$ cat src/hdl/dpfrc_pkg.sv
// Package for the duplicate-dropping packet FIFO with range count.
// Holds request codes, payload structs, the token that travels the cell chain
// and the size constants. No dependencies.
`timescale 1ns / 1ps

package dpfrc_pkg;

    localparam int DEPTH_DEFAULT = 64;
    localparam int LIMIT_W       = 7;
    localparam int CNT_W         = 7;

    localparam logic [LIMIT_W-1:0] LIMIT_RESET = 7'd64;
    localparam logic [CNT_W-1:0]   COUNT_MAX   = 7'd127;

    localparam logic [1:0] REQ_ADD   = 2'd0;
    localparam logic [1:0] REQ_FWD   = 2'd1;
    localparam logic [1:0] REQ_COUNT = 2'd2;
    localparam logic [1:0] REQ_NOP   = 2'd3;

    typedef struct packed {
        logic [1:0]  req_type;
        logic [15:0] pkt_source;
        logic [15:0] pkt_destination;
        logic [31:0] pkt_timestamp;
        logic [31:0] range_start;
        logic [31:0] range_end;
    } req_t;

    typedef struct packed {
        logic             add_accepted;
        logic             fwd_valid;
        logic [15:0]      fwd_source;
        logic [15:0]      fwd_destination;
        logic [31:0]      fwd_timestamp;
        logic [CNT_W-1:0] match_count;
    } rsp_t;

    typedef struct packed {
        logic [15:0] src;
        logic [15:0] dst;
        logic [31:0] ts;
    } entry_t;

    // Partial results carried from cell to cell during a scan.
    typedef struct packed {
        logic             valid;
        logic             dup;
        logic [CNT_W-1:0] cnt;
    } token_t;

    // Store update broadcast to every cell.
    typedef struct packed {
        logic   shift;
        entry_t wr_entry;
    } upd_t;

endpackage

$ cat src/hdl/dpfrc_cell.sv
// One storage cell of the FIFO chain: holds one entry and its valid bit,
// compares it against the current request and forwards the scan token.
// Depends on dpfrc_pkg.
`timescale 1ns / 1ps

module dpfrc_cell (
    input  logic            clk,
    input  logic            rst_n,
    input  dpfrc_pkg::req_t   query,
    input  dpfrc_pkg::token_t tok_in,
    output dpfrc_pkg::token_t tok_out,
    input  dpfrc_pkg::upd_t   upd,
    input  logic            wr_en,
    input  logic            nb_valid,
    input  dpfrc_pkg::entry_t nb_entry,
    output logic            valid,
    output dpfrc_pkg::entry_t entry
);
    import dpfrc_pkg::*;

    logic   valid_reg, valid_next;
    entry_t entry_reg, entry_next;
    token_t tok_reg, tok_next;
    logic   dup_hit;
    logic   cnt_hit;

    assign dup_hit = valid_reg && entry_reg.src == query.pkt_source
                     && entry_reg.dst == query.pkt_destination
                     && entry_reg.ts == query.pkt_timestamp;
    assign cnt_hit = valid_reg && entry_reg.dst == query.pkt_destination
                     && entry_reg.ts >= query.range_start
                     && entry_reg.ts <= query.range_end;

    always_comb
    begin
        tok_next       = tok_in;
        tok_next.dup   = tok_in.dup | dup_hit;
        if (cnt_hit && tok_in.cnt != COUNT_MAX)
        begin
            tok_next.cnt = tok_in.cnt + 1'b1;
        end
    end

    // A write lands after the shift, so it wins when both hit this cell.
    always_comb
    begin
        valid_next = valid_reg;
        entry_next = entry_reg;
        if (wr_en)
        begin
            valid_next = 1'b1;
            entry_next = upd.wr_entry;
        end
        else if (upd.shift)
        begin
            valid_next = nb_valid;
            entry_next = nb_entry;
        end
    end

    always_ff @(posedge clk or negedge rst_n)
    begin
        if (!rst_n)
        begin
            valid_reg <= 1'b0;
            tok_reg   <= '0;
        end
        else
        begin
            valid_reg <= valid_next;
            tok_reg   <= tok_next;
        end
    end

    always_ff @(posedge clk)
    begin
        entry_reg <= entry_next;
    end

    assign tok_out = tok_reg;
    assign valid   = valid_reg;
    assign entry   = entry_reg;

endmodule

$ cat config.mk
export PLATFORM = sky130hd
export DESIGN_NAME = dpfrc_cell
export DESIGN_NICKNAME = d
export VERILOG_FILES = /design/src/hdl/dpfrc_pkg.sv /design/src/hdl/dpfrc_cell.sv
export SDC_FILE = /design/constraint.sdc
export NUM_CORES = 1
export LEC_CHECK = 0
export ABC_AREA = 1
export CORE_AREA = 2 2 133 135
export CTS_CLUSTER_DIAMETER = 50
export DETAILED_ROUTE_END_ITERATION = 6
export DIE_AREA = 0 0 135 137
export DONT_BUFFER_PORTS = 1
export GPL_ROUTABILITY_DRIVEN = 1
export GPL_TIMING_DRIVEN = 1
export HOLD_SLACK_MARGIN = 0.08
export SLEW_MARGIN = 20
export SYNTH_ARGS = -nofsm -noshare
export SYNTH_HDL_FRONTEND = slang
export SYNTH_SLANG_ARGS = --single-unit
$ cat constraint.sdc
create_clock -name clk -period 1.75 [get_ports clk]
set_input_delay 0.0875 -clock clk [delete_from_list [all_inputs] [get_ports clk]]
set_output_delay 0.0875 -clock clk [all_outputs]
set_load 0.005 [all_outputs]
### Yosys cells after proc, flatten, opt, wreduce, memory -nomap -nowiden

Cells that the tools add are included.

* add/sub/neg operators: 1
* magnitude comparators: 2
* equal/unequal tests: 4
* muxes and demuxes: 5
* bitwise operators: 1
* reduce and logical (&&, ||, !) cells: 8

Operators by type and width (number)
* 64-bit 2-to-1 mux: 2
* 16-bit equality test: 2
* 32-bit equality test: 1
* 32-bit greater-or-equal comparator: 1
* 32-bit less-or-equal comparator: 1
* 7-bit by 1-bit adder with 7-bit output, second input constant: 1
* 1-bit logical AND: 7
* 7-bit 2-to-1 mux: 1
* 7-bit inequality test, second input constant: 1
* 1-bit 2-to-1 mux: 2
* 2-bit nonzero test: 1
* 1-bit bitwise OR: 1

* flip-flop bits (word level): 74
* input port bits: 272

### Logic depth before layout (Yosys ltp)

* word-level depth: 6
* mapped depth: 17

### Worst setup path after synthesis

OpenSTA, ideal clock, no wires.

* kind: register -> register
* start: register entry_reg, in the netlist entry[31]
* end: register tok_reg, in the netlist tok_out[2]
* setup time: 118 ps
* data arrival time: 1642 ps
* data required time: 1632 ps
* slack: -10 ps
* stages on the path, launching flop included: 11
* path buffers: 0
* cells stage by stage: edfxtp_1 -> ha_1 -> nand2_1 -> nor2_2 -> nand2_2 -> nor4_4 -> nand4_2 -> nand2_4 -> nand3_4 -> nand2_1 -> nand2_1

RTL lines
* start: declaration: line dpfrc_cell.sv:22 `entry_t entry_reg, entry_next;`
* start signal: assignment: line dpfrc_cell.sv:77 `entry_reg <= entry_next;`
* end signal: assignment: line dpfrc_cell.sv:71 `tok_reg <= tok_next;`
* end: declaration: line dpfrc_cell.sv:23 `token_t tok_reg, tok_next;`

==> impl_metrics.yaml <==
status:
  status: "finished, violations left"
  violations: "setup timing"
sta:
  maxSlewHeadroom_pct: 65.5
  worst_slew_pin_slew_ps: 515
  rsz0062_at_grt: "true"
  clock.fmax_mhz: 491
  period_minus_slack_ps: 2040
  clock_skew_ps: 9.88
  finalCritPeriodShare_pct: 116
  finalHoldViolations: 0
  final_max_slew_viol_count: 0
  setup_ws_ps: -286
  setup_viol: 7
placed_design:
  dpl.hpwl_mm: 14.9
  io_buffers: 0
  placed_area_sq_um: 6720
  finalWeightedCongestion: 0.848
synth:
  synthFlopType: "edfxtp_1"
  syn_area_sq_um: 5880
  netlist_instances: 760
  syn_area_per_cell_sq_um: 7.73
  yosysWarnings: 0
  synth-seq-cells: 74
  synth_nets: 1097
  synth_edf_count: 64
  netlist-cell-type-count: 33
  synthArstFlopShare_pct: 13.5
  ys_seq_area_share_pct: 37.0
critical_path:
  cp.required_ps: 1980
  crit_buf_inv: 0
  crit_path_start: "entry[31]"
  cp-end-kind: "flop"
  crit_family: "simple AND/OR/NAND/NOR gates"
  worstSetupPathType: "reg -> reg"
  critPathMaxStageDelay_ps: 470
  worst_setup_path_start_kind: "flop"
  path_cells: "ha_1, nand2_1, nor2_1, nand2_1, nor2_2, nand2_2, a21oi_4, nand3_4, nand2_2, nand2_1"
  cp_max_fo: 6
  arrival_ps: 2260
  crit_slowest_cell: "edfxtp_1"
  cp_common_cell: "nand2_1"
  crit-reg2reg-launch: "entry[31]"
worst_hold_path:
  holdCritPathClass: "in -> reg"
  hold_start: "tok_in[2]"
final_layout:
  final_nets: 1321
  largest_register_ffs: 64
  syn2layout_area_growth_pct: 48.5
  fin_util_pct: 51.2
  final_area_sq_um: 8730
  antenna_cells: 0
  layout-drive-gt1-share_pct: 14.4
floorplan:
  fp.dieW_um: 135
  coreArea_sq_um: 17100
  row_count: 48
  start_util_pct: 34.5
  io_pins: 346
  die-area_sq_um: 18500
  die_h_um: 137
cts:
  tritoncts: "yes"
  clockBufferDepth: 2
  cts_max_level: 3
  root_buffer: "clkbuf_16"
  clkLatencyLatePin_ps: 340
  clkTransAtPathRegs_ps: 60
  cts_num_sinks: 74
  cts_buffers: 9
drt:
  vias: 5798
  drt_pass1_iterations: 4
  drtIter0Drc: 220
  drt_wl_total_mm: 20.1
  wl_per_cell_um: 16.6
  drc: 0
  viasPerCell: 4.78
  final_antenna_net_count: 0
global_route:
  met1_usage_pct: 22.1
  use_met2_pct: 39.1
  grt_max_degree: 66
  grt_pass1_vias: 5744
  grt_overflow: 0
  met3_usage_pct: 5.59
  grt_pass1_wl_mm: 29.0
  top_usage_layer: "met2"
  grt_use_total_pct: 20.7
  antenna_found_initial: 0
run:
  cap_viol_max_count: 0
power:
  power.leakage_nw: 4.32
  powerDensity_nw_per_um2: 750
  ir_worst_vdd_v: 0.000422
-- kinds of logic after synthesis --
kind of cell	after synthesis	synth area share [%]
adders and majority gates	65	13.8
DFF	74	37.0
xor gates and xnor gates	56	8.34
AOI/OAI and AO/OA	49	4.98
buffers and inverters	119	7.60
and+or+nand+nor	397	28.3
-- worst min-delay path, stage by stage --
cell     delay, ps
nand3_1        100
xor2_1          90
nand4_1         80
nand2_1         50
-- layout by cell type (no fill, tap or decap), drive strengths merged --
master	Yosys	layout
buf	4	86
edfxtp	64	64
bufinv	0	4
nor3	5	5
nor4	3	3
dlygate4sd3	0	140
nand4	25	25
nand3	10	10
or2	4	4
inv	106	106
o2111ai	1	1
nand2	300	300
xnor2	47	47
xor2	9	9
clkinvlp	0	1
dfrtp	10	10
nand3b	2	2
o21a	4	4
clkinv	0	2
o21ai	9	9
a21oi	32	32
nor2	48	48
ha	65	65
a21o	3	3
clkbuf	9	9
-- where the power goes --
group          internal, W  switching [W]
Sequential         0.00214       0.000186
Clock              0.00154       0.000789
Combinational      0.00102       0.000880
-- layer usage --
metal | wire length [um] | share of wire (%)
met1 | 7680 | 38
met2 | 10600 | 52
met3 | 1440 | 7.1
met4 | 445 | 2.2
met5 | 0 | 0
-- cell usage after synthesis, types with 9 or more instances --
library cell  count  area, sq um
xnor2_1          47          412
ha_1             65          813
inv_1           105          394
nor2_1           44          165
dfrtp_1          10          250
a21oi_1          29          145
xor2_1            9         78.8
nand3_1           9         45.0
nand4_1          24          150
edfxtp_1         64         1920
nand2_1         295         1110
clkbuf_1          9         33.8
-- final timing paths --
| kind | end | slack [ps] | depth (start not counted) |
|---|---|---|---|
| max in group asynchronous | tok_out[7] | 1240 | 1 |
| hold reg to reg | valid | 690 | 2 |
| min in group asynchronous | tok_out[1] | 160 | 1 |
| setup / recovery | tok_out[1] | -290 | 10 |
| hold / removal | tok_out[3] | 110 | 4 |
| setup reg to reg | tok_out[1] | -290 | 10 |
-- through the flow --
step           cells  hold WS, ps  setup WS, ps  TNS (ps)  power (W)
6_report        1214          107          -286     -1680    0.00655
5_1_grt         1214          105          -384     -2500    0.00692
4_1_cts         1209         91.1          -228     -1350    0.00652
3_5_place_dp    1049         -208          -303     -1860    0.00381
3_3_place_gp    1049         -208          -281     -1770    0.00379
2_1_floorplan    760         -208         -3.31     -3.31    0.00323
-- layout make-up --
cell class / count / area, sq um
well taps: 225 / 282
repair buffers: 226 / 2110
inverters: 106 / 398
multi-input cells: 567 / 3400
clock buffers: 9 / 225
fillers: 1568 / 8330
clock inverters: 7 / 141
flip-flops and latches: 74 / 2170
-- timing repair --
item,4_1_cts,5_1_grt
resized for setup,5,23
hold endpoints to repair,84,0
endpoints found under the setup margin,8,8
setup buffers,4,5
pin swaps,6,14
hold buffers,141,0
(Power assumes the default switching activity.)
